===== config.mk =====
export PLATFORM = sky130hd
export DESIGN_NAME = ttm_ctrl
export DESIGN_NICKNAME = d
export VERILOG_FILES = /design/src/sv/ttm_pkg.sv /design/src/sv/ttm_ctrl.sv
export SDC_FILE = /design/constraint.sdc
export NUM_CORES = 1
export LEC_CHECK = 0
export ABC_AREA = 1
export ABC_CLOCK_PERIOD_IN_PS = 1400
export BUFFER_PORTS_ARGS = -buffer_cell sky130_fd_sc_hd__buf_2
export CORE_MARGIN = 2
export CORE_UTILIZATION = 44
export CTS_CLUSTER_SIZE = 8
export DETAILED_ROUTE_END_ITERATION = 8
export PLACE_DENSITY = 0.83
export SYNTH_ARGS = -nofsm -noshare
export SYNTH_HDL_FRONTEND = slang
export SYNTH_SLANG_ARGS = --single-unit

===== constraint.sdc =====
create_clock -name clock -period 1.4 [get_ports clock]
set_input_delay 0.28 -clock clock [delete_from_list [all_inputs] [get_ports clock]]
set_output_delay 0.28 -clock clock [all_outputs]
set_load 0.01 [all_outputs]

===== src/sv/ttm_pkg.sv =====
package ttm_pkg;

   localparam int IDX_W = 10;
   localparam int VAL_W = 31;
   localparam int CNT_W = 11;
   localparam logic [CNT_W-1:0] CNT_RESET = 11'd1024;

   typedef struct packed {
      logic [IDX_W-1:0] leaf_index;
      logic [VAL_W-1:0] new_value;
   } req_type;

   typedef struct packed {
      logic [IDX_W-1:0] top_index;
      logic [VAL_W-1:0] top_value;
      logic             index_error;
   } rsp_type;

   typedef enum logic [4:0] {
      S_CLRI, S_CLEAR, S_SHAPE, S_SDIV, S_SNEXT, S_IDLE,
      S_UCHK, S_UDIV, S_USI, S_USCAN, S_UWAIT, S_UINC, S_UWR,
      S_DWANT, S_DCAP, S_DDEC, S_DSI, S_DSCAN, S_DWAIT, S_DNEXT, S_DONE
   } state_type;

   typedef struct packed {
      logic cfg_write;
      logic clr_init;
      logic clr_step;
      logic div_shape;
      logic div_pos;
      logic div_step;
      logic shape_next;
      logic shape_end;
      logic item_load;
      logic up_init;
      logic scan_step;
      logic up_inc;
      logic up_write;
      logic dn_init;
      logic dn_want;
      logic dn_cap;
      logic dn_dec;
      logic dn_init_scan;
      logic dn_next;
   } cmd_type;

   typedef struct packed {
      logic clear_done;
      logic size_gt1;
      logic scan_last;
      logic up_more;
      logic dn_more;
      logic err;
   } sts_type;

endpackage


===== src/sv/ttm_ctrl.sv =====
module ttm_ctrl
   import ttm_pkg::*;
(
   input  logic    clock,
   input  logic    reset,
   input  logic    start,
   output logic    busy,
   input  logic    csr_valid,
   output logic    csr_ready,
   output logic    rsp_valid,
   input  sts_type sts,
   output cmd_type cmd
);

   state_type state_ff, state_in;

   always_ff @(posedge clock) begin
      if (reset) begin
         state_ff <= S_CLRI;
      end else begin
         state_ff <= state_in;
      end
   end

   always_comb begin
      state_in  = state_ff;
      cmd       = '0;
      busy      = (state_ff != S_IDLE);
      csr_ready = (state_ff == S_IDLE) && !start;
      rsp_valid = (state_ff == S_DONE);
      case (state_ff)
         S_CLRI: begin
            cmd.clr_init = 1'b1;
            state_in = S_CLEAR;
         end
         S_CLEAR: begin
            cmd.clr_step = 1'b1;
            if (sts.clear_done) state_in = S_SHAPE;
         end
         S_SHAPE: begin
            if (sts.size_gt1) begin
               cmd.div_shape = 1'b1;
               state_in = S_SDIV;
            end else begin
               cmd.shape_end = 1'b1;
               state_in = S_IDLE;
            end
         end
         S_SDIV: begin
            cmd.div_step = 1'b1;
            state_in = S_SNEXT;
         end
         S_SNEXT: begin
            cmd.shape_next = 1'b1;
            state_in = S_SHAPE;
         end
         S_IDLE: begin
            if (start) begin
               cmd.item_load = 1'b1;
               state_in = S_UCHK;
            end else if (csr_valid) begin
               cmd.cfg_write = 1'b1;
               state_in = S_CLRI;
            end
         end
         S_UCHK: begin
            if (!sts.err && sts.up_more) begin
               cmd.div_pos = 1'b1;
               state_in = S_UDIV;
            end else begin
               cmd.dn_init = 1'b1;
               state_in = S_DWANT;
            end
         end
         S_UDIV: begin
            cmd.div_step = 1'b1;
            state_in = S_USI;
         end
         S_USI: begin
            cmd.up_init = 1'b1;
            state_in = S_USCAN;
         end
         S_USCAN: begin
            cmd.scan_step = 1'b1;
            if (sts.scan_last) state_in = S_UWAIT;
         end
         S_UWAIT: begin
            state_in = S_UINC;
         end
         S_UINC: begin
            cmd.up_inc = 1'b1;
            state_in = S_UWR;
         end
         S_UWR: begin
            cmd.up_write = 1'b1;
            state_in = S_UCHK;
         end
         S_DWANT: begin
            cmd.dn_want = 1'b1;
            state_in = S_DCAP;
         end
         S_DCAP: begin
            cmd.dn_cap = 1'b1;
            state_in = sts.dn_more ? S_DDEC : S_DONE;
         end
         S_DDEC: begin
            cmd.dn_dec = 1'b1;
            state_in = S_DSI;
         end
         S_DSI: begin
            cmd.dn_init_scan = 1'b1;
            state_in = S_DSCAN;
         end
         S_DSCAN: begin
            cmd.scan_step = 1'b1;
            if (sts.scan_last) state_in = S_DWAIT;
         end
         S_DWAIT: begin
            state_in = S_DNEXT;
         end
         S_DNEXT: begin
            cmd.dn_next = 1'b1;
            state_in = S_DWANT;
         end
         S_DONE: begin
            state_in = S_IDLE;
         end
         default: begin
            state_in = S_CLRI;
         end
      endcase
   end

endmodule


==> results of run 1 <==
## cell usage in the layout, fill, tap and decap left out, drive strengths merged
cell type and count:
a21oi 2, buf 49, clkbuf 4, dfxtp 5, inv 27, nand2 37
nand3 13, nor2 33, nor3 2, o21ai 4, o22ai 1, or2 1
## final timing paths
check                                  end  depth (start not counted)
setup / recovery                    cmd[9]                          6
hold / removal    state_ff[2]$_SDFFE_PP0P_                          2
setup reg to reg  state_ff[1]$_SDFFE_PP0P_                         11
hold reg to reg   state_ff[4]$_SDFFE_PP0P_                          4
## final cells by class
type | count | area [µm²] | share of cell area (%)
clock buffer | 4 | 26.3 | 2.39
inverter | 27 | 101 | 9.22
multi-input combinational | 93 | 513 | 46.6
sequential | 5 | 116 | 10.6
tap | 15 | 18.8 | 1.71
timing repair buffer | 49 | 324 | 29.5
## power groups by stage
stage / Sequential (mW) / Combinational [mW] / Clock, mW
6_report: 0.251 / 1.04 / 0.161
3_3_place_gp: 0.217 / 0.655 / 0
4_1_cts: 0.241 / 0.805 / 0.171
5_1_grt: 0.257 / 1.12 / 0.183
3_5_place_dp: 0.221 / 0.663 / 0
2_1_floorplan: 0.215 / 0.476 / 0
## critical path, delay by kind of cell, from the launching register on
kind	cells	cell delay [ns]
buffers and inverters	3	0.30
flip-flops	1	0.34
AND/OR/NAND/NOR	3	0.46
## cell families (layout without fill, tap and decap cells)
family,count (synthesis),count (layout),share of synthesized area (%)
buf+inv,28,80,16.9
compound gates,7,7,6.37
flops,5,5,15.9
simple gates,86,86,60.8
## stage by stage
step,instance area [µm²],setup TNS [ns]
after floorplan,628,0
after global placement,827,0
after detailed placement,827,0
after CTS,990,-1.86
after global routing,1100,-4.15
final,1100,-2.22
## Yosys cell counts (all sizes together)
cell   count  area, µm²
nor3       2       10.0
nand2     37        151
nor2      33        149
dfxtp      5        100
or2        1       6.26
a21oi      2       10.0
buf        1       5.00
nand3     13       65.1
o21ai      4       23.8
inv       27        101
o22ai      1       6.26
## routing by layer
metal / track usage [%] / vias to the layer above / share of wire (%)
met1: 29.4 / 446 / 38
met5: 0 / - / 0
met3: 1.74 / 11 / 7.1
met4: 15.5 / 0 / 2.8
li1: - / 486 / -
met2: 46.9 / 59 / 52
## repair_timing
| action | CTS | global route |
|---|---|---|
| gates resized for setup | 27 | 24 |
| setup buffers | 9 | 5 |
| pin swaps | 7 | 6 |
| setup endpoints to repair | 22 | 26 |
==> metrics.txt, run 1 <==
Hold-fix buffers, CTS=0; clk root buf=clkbuf_4; crit path DAT=1.32 ns; Die Y=41.8 µm; Layout Area Growth over Synthesis=75.1%; Crit path largest cell delay=0.34 ns; utilization after layout=83.5%; CTS Buf Count=3; Die W=41.8 µm; Clk network pwr share=roughly 11%; post-DP HPWL=between 1500 and 2000 µm; Top-Level Pins=32; GR Overflow Total=0; critical path startpoint category=register; worst-skew pair later-pin latency=0.24 ns; Worst VDD drop=1.09 mV; Synth Net Count=136; antenna cells=0; Slew @ Worst Pin=0.235 ns; FILL cells=86; sw frac=49.5%; RSZ-0062 raised after global routing=true; Final Setup Violations=23; total track usage=around a quarter; Initial DRC Count=36; Int Power=0.732 mW; Ys Warns=0; syn avg cell area=4.98 µm²; largest reg by FF count=state_ff; core area=1320 µm²; pwr/cell area=1320 nW/µm²; min Tclk post-route=1.60 ns; switching pwr=0.717 mW; relative slew slack=between 80 and 90%; Final Non-Filler Cells=between 150 and 200; share of post-route cells with drive strength above 1=51.7%; final antenna-violating net count=0; vias=1002; Post-Syn Instances=126; Initial Utilization=47.7%; status=finished, violations left; count of final hold-check violations=0; # DRC=0; Yosys reg bits=5; pre-CTS setup slack=0.00219 ns; die area=1750 µm²; Critical path origin=state_ff[1]$_SDFFE_PP0P_; maximum clock rate=626 MHz; Seq/Total Area, Yosys=between 10% and 20%; Final WS setup=-0.198 ns; vias in the first global route=945; FF-to-FF Start=state_ff[1]$_SDFFE_PP0P_; MaxCap Viol Count=0; hold_sp=reset; CTS sink cnt=5; clk_skew=0.00161 ns; worst hold path class=in2reg; failing checks=setup timing; critical path endpoint category=primary output; Total Nets Final=approximately 190; first-pass GRT wire length=around 3700 µm; Final Cycle Share=114%; sequential power share=~17%; Mapped Area=628 µm²; WHS=around 0.25 ns; Pins Over Slew Limit=0; most used cell, CP=nand2_1; initial antenna violation count=0; R2R setup slack=-0.01 ns; crit-path cells=inv_2 > nand2_1 > nor2_4 > nand2_1 > inv_1 > buf_2; Worst Path Required=about 1.1 ns; wire length per cell=12.3 µm; clk buf depth=2; Worst path slowest cell=dfxtp_2; final wirelength=2370 µm; routability cong.=0.875; dpl cells=175; drt first pass iters=5; worst-path fanout max=4; number of distinct library cells after synthesis=16; Gate power share=71.6%; max FFs per register=5; Lkg Pwr=~0.74 nW; clock transition at the registers of the reported paths=0.04 ns; Site Rows=13; vias per cell=5.19; CP Class=reg2out; final total power=1.45 mW; CTS H-tree lvls=1; I/O Buffers=31; pin count of the biggest net entering global routing=6; CTS tree=yes; Regs by FF count=state_ff x5
(Power assumes the default switching activity.)
==> run 2: changes to the inputs <==
- CORE_UTILIZATION: 44 -> 35
- PLACE_DENSITY: 0.83 -> 0.69
==> metrics.txt, run 2 (synthesis gave the netlist of run 1 again) <==
status=finished, violations left; failing checks=setup timing; vias per cell=4.64 (-11%); I/O Buffers=31 (unchanged); share of post-route cells with drive strength above 1=53.6% (+1.9 points); Layout Area Growth over Synthesis=91.4%; clock transition at the registers of the reported paths=0.04 ns (about the same); worst-path fanout max=5 (+1); Final Setup Violations=21 (-8.7%); CP top delay family=buffers and inverters; post-DP HPWL=1460 µm (-6.5%); max FFs per register=5 (unchanged); vias in the first global route=794 (-16%); utilization after layout=70.4% (-13 points); FILL cells=150 (+74%); initial antenna violation count=0 (unchanged); commonest cells after routing, fill and taps aside=nand2_1 (26), buf_2 (25), nor2_1 (21), inv_1 (19), buf_4 (16); R2R setup slack=0 ns (about the same); Lkg Pwr=0.786 nW (+6.9%); crit-path cells=inv_2 > nand2_4 > nor2_4 > buf_4 > nand3_2 > inv_1 > buf_2; WHS=0.254 ns (+0.00552 ns); crit path DAT=1.34 ns (+0.02 ns); clk_skew=0.000273 ns (-0.00134 ns); Slew @ Worst Pin=0.255 ns (+0.0198 ns); final wirelength=2350 µm (-0.51%); critical path startpoint category=register; Initial Utilization=36.8% (-11 points); relative slew slack=82.9% (-1.3 points); CTS tree=yes; Final Cycle Share=116% (+1.6 points); Total Nets Final=192 (+1.6%); Worst VDD drop=0.928 mV (-15%); clk buf depth=2 (unchanged); pwr/cell area=1390 nW/µm² (+5.3%); Site Rows=15 (+2); maximum clock rate=617 MHz (-1.4%); Final WS setup=-0.221 ns (-0.0228 ns); Crit path largest cell delay=0.35 ns (about the same); routability cong.=0.861 (-1.6%); critical path endpoint category=primary output; post-route cell area=1200 µm² (+9.3%); final antenna-violating net count=0 (unchanged); RSZ-0062 raised after global routing=true; min Tclk post-route=1.62 ns (+0.0228 ns); wire length per cell=11.4 µm (-6.8%); antenna cells=0 (unchanged); Final Non-Filler Cells=206 (+6.7%); CTS Buf Count=3 (unchanged); CTS sink cnt=5 (unchanged); largest reg by FF count=state_ff; clk root buf=clkbuf_4; count of final hold-check violations=0 (unchanged); area of the multi-input gates=549 µm² (+7.1%); Regs by FF count=state_ff x5; total track usage=21.4% (-4.7 points); worst hold path class=in2reg; worst-skew pair later-pin latency=0.24 ns (about the same); Placed Instance Area=817 µm² (-1.2%); Top-Level Pins=32 (unchanged); CP Class=reg2out; Die W=46.4 µm (+11%); dpl cells=182 (+4.0%); Pins Over Slew Limit=0 (unchanged); pre-CTS setup slack=-0.0226 ns (-0.0248 ns); Seq. cell area=116 µm² (unchanged); die area=2150 µm² (+23%); Worst Path Required=1.12 ns (about the same); # DRC=0 (unchanged); Die Y=46.4 µm (+11%); MaxCap Viol Count=0 (unchanged); first-pass GRT wire length=3230 µm (-13%); Post-Route Setup TNS=-2.59 ns (-0.370 ns); CTS H-tree lvls=1 (unchanged); drt first pass iters=4 (-1); Critical path buffers and inverters=4 (+1); core area=1710 µm² (+30%); GR Overflow Total=0 (unchanged); Worst path slowest cell=dfxtp_4; pin count of the biggest net entering global routing=9 (+3); Initial DRC Count=18 (-50%); most common cell after layout, fill and taps aside=nand2_1; final total power=1.67 mW (+15%); vias=955 (-4.7%)
-- run 2: cell type report --
class	instances	share of cell area, %
clock buffer	4	2.19
inverter	27	8.43
multi-input combinational	93	45.7
sequential	5	9.68
tap	25	2.60
timing repair buffer	52	31.4
-- run 2: report_power, final --
group	switching, mW	leakage, nW	internal, mW
combinational	0.678	0.727	0.583
sequential	0.0506	0.0441	0.194
clock	0.0569	0.0150	0.108
-- run 2: path summary, 6_finish.rpt --
check	from	depth (start not counted)	end
worst max register to register	state_ff[4]$_SDFFE_PP0P_	10	state_ff[1]$_SDFFE_PP0P_
worst max-delay path	state_ff[1]$_SDFFE_PP0P_	7	cmd[10]
worst min-delay path	reset	2	state_ff[1]$_SDFFE_PP0P_
worst min register to register	state_ff[2]$_SDFFE_PP0P_	4	state_ff[4]$_SDFFE_PP0P_
-- run 2: timing repair --
| action | 4_1_cts | 5_1_grt |
|---|---|---|
| setup buffers | 11 | 9 |
| setup endpoints to repair | 22 | 25 |
| gates resized for setup | 32 | 28 |
| hold buffers | 0 | 0 |
| pin swaps | 5 | 10 |
-- run 2: routing by layer --
layer  GRT usage, %  part of all wire (%)  up-vias  wire length, µm
met2           38.9                    54       33             1280
li1               -                     -      492                -
met4           10.9                   1.7        0               40
met1           23.5                    39      423              917
met3           3.14                   4.9        7              116
met5              0                     0        -                0
==> run 3: changes to the inputs <==
- ABC_CLOCK_PERIOD_IN_PS: 1400 -> 1900
- clock period: 1.4 -> 1.9 ns (I/O delays scaled with it)
==> metrics.txt, run 3 (synthesis gave the netlist of run 1 again) <==
Worst Path Required=1.52 ns (+0.40 ns); Int Power=0.420 mW (-53%); clock transition at the registers of the reported paths=0.04 ns (about the same); worst-skew pair later-pin latency=0.24 ns (about the same); Initial DRC Count=22 (+4); final wirelength=1700 µm (-28%); Slew @ Worst Pin=0.417 ns (+0.162 ns); Post-Route Setup TNS=0 ns (+2.59 ns); Site Rows=15 (unchanged); die area=2150 µm² (unchanged); largest reg by FF count=state_ff; sequential power share=19.6% (+5.0 points); antenna cells=0 (unchanged); first-pass GRT wire length=2490 µm (-23%); Final WS setup=0.132 ns (+0.353 ns); crit path DAT=1.39 ns (+0.05 ns); clk root buf=clkbuf_4; Top-Level Pins=32 (unchanged); commonest cells after routing, fill and taps aside=nand2_1 (34), buf_2 (31), nor2_1 (29), inv_1 (27), nand3_1 (13); hold depth=2 (unchanged); pwr/cell area=940 nW/µm² (-32%); min Tclk post-route=1.77 ns; CTS Buf Count=3 (unchanged); CTS sink cnt=5 (unchanged); total track usage=16.3% (-5.1 points); MaxCap Viol Count=0 (unchanged); clk buf depth=2 (unchanged); CTS H-tree lvls=1 (unchanged); FF-to-FF path depth=10 (unchanged); sw frac=48.9% (+1.8 points); critical path endpoint category=primary output; reg-to-reg endpoint=state_ff[1]$_SDFFE_PP0P_; maximum clock rate=566 MHz; vias in the first global route=638 (-20%); Gate power share=66.0% (-9.5 points); GR Overflow Total=0 (unchanged); WHS=0.362 ns (+0.107 ns); Clk network pwr share=14.3% (+4.4 points); share of post-route cells with drive strength above 1=28.5% (-25 points); pin count of the biggest net entering global routing=9 (unchanged); Worst VDD drop=0.504 mV (-46%); Die Y=46.4 µm (unchanged); CTS tree=yes; drt first pass iters=5 (+1); Regs by FF count=state_ff x5; R2R setup slack=0.48 ns (+0.48 ns); vias=855 (-10%); Pins Over Slew Limit=0 (unchanged); Total Nets Final=176 (-8.3%); core area=1710 µm² (unchanged); status=finished, final reports clean; Hold EP=state_ff[1]$_SDFFE_PP0P_; FF-to-FF Start=state_ff[2]$_SDFFE_PP0P_; max FFs per register=5 (unchanged); switching pwr=0.401 mW (-49%); # DRC=0 (unchanged); Die W=46.4 µm (unchanged); worst-path fanout max=5 (unchanged); initial antenna violation count=0 (unchanged); vias per cell=4.50 (-2.9%); count of final hold-check violations=0 (unchanged); Initial Utilization=36.8% (unchanged); pre-CTS setup slack=0.382 ns (+0.405 ns); Layout Area Growth over Synthesis=39.0%; Lkg Pwr=0.659 nW (-16%); RSZ-0062 raised after global routing=false; most common cell after layout, fill and taps aside=nand2_1; Final Setup Violations=0 (-100%); final antenna-violating net count=0 (unchanged); relative slew slack=72.2% (-11 points); Final Cycle Share=between 90% and 100%; FILL cells=200 (+33%); CP Class=reg2out; utilization after layout=51.1% (-19 points); worst hold path class=in2reg; post-DP HPWL=1400 µm (-4.1%); I/O Buffers=31 (unchanged); wire length per cell=8.94 µm (-22%); critical path startpoint category=register; routability cong.=0.872 (+1.4%); clk_skew=0.000875 ns (+0.000602 ns); hold_sp=reset; final total power=0.821 mW (-51%)
run 3: what timing repair did:
action,4_1_cts,5_1_grt
setup buffers,0,5
hold buffers,0,0
setup endpoints to repair,0,1
gates resized for setup,0,0
run 3: worst max path at each step:
stage / from / to / slack, ns / cells after the start
floorplan: state_ff[4]$_SDFFE_PP0P_ / cmd[5] / 0.51 / 5
global placement: state_ff[2]$_SDFFE_PP0P_ / cmd[5] / 0.41 / 6
detailed placement: state_ff[4]$_SDFFE_PP0P_ / cmd[5] / 0.38 / 5
CTS: state_ff[2]$_SDFFE_PP0P_ / cmd[5] / 0.10 / 6
global route: state_ff[0]$_SDFFE_PP0P_ / cmd[5] / 0.003 / 7
finish: state_ff[0]$_SDFFE_PP0P_ / cmd[5] / 0.13 / 7
run 3: power groups by stage:
stage	combinational, mW	sequential, mW	clock, mW
3_5_place_dp	0.483	0.162	0
4_1_cts	0.487	0.160	0.126
6_report	0.542	0.161	0.118
2_1_floorplan	0.351	0.158	0
3_3_place_gp	0.482	0.161	0
5_1_grt	0.596	0.167	0.136
run 3: cell type report:
| type | count | area [µm²] | share of cell area (%) |
|---|---|---|---|
| Multi-Input combinational cell | 93 | 422 | 48.3 |
| Timing Repair Buffer | 36 | 193 | 22.1 |
| Inverter | 27 | 101 | 11.6 |
| Sequential cell | 5 | 100 | 11.5 |
| Tap cell | 25 | 31.3 | 3.58 |
| Clock buffer | 4 | 26.3 | 3.01 |
run 3: through the flow:
step	area [µm²]	cells
after floorplan	628	126
after global placement	810	181
after global routing	873	190
final	873	190
after detailed placement	810	181
after CTS	836	185
run 3: metal layers:
metal	share of wire [%]	vias up	global-route usage, %
met4	0	0	8.57
met3	7.1	0	2.35
met2	50	27	26.7
li1	-	458	-
met1	43	370	20.2
met5	0	-	0
run 3: worst max-delay path, cell delays in order, from the launching register on:
cell and delay (ns):
dfxtp_1 0.33, inv_1 0.07, nand2_1 0.09, nor2_4 0.17, nand2_1 0.10, or2_1 0.23, inv_1 0.05, buf_2 0.12
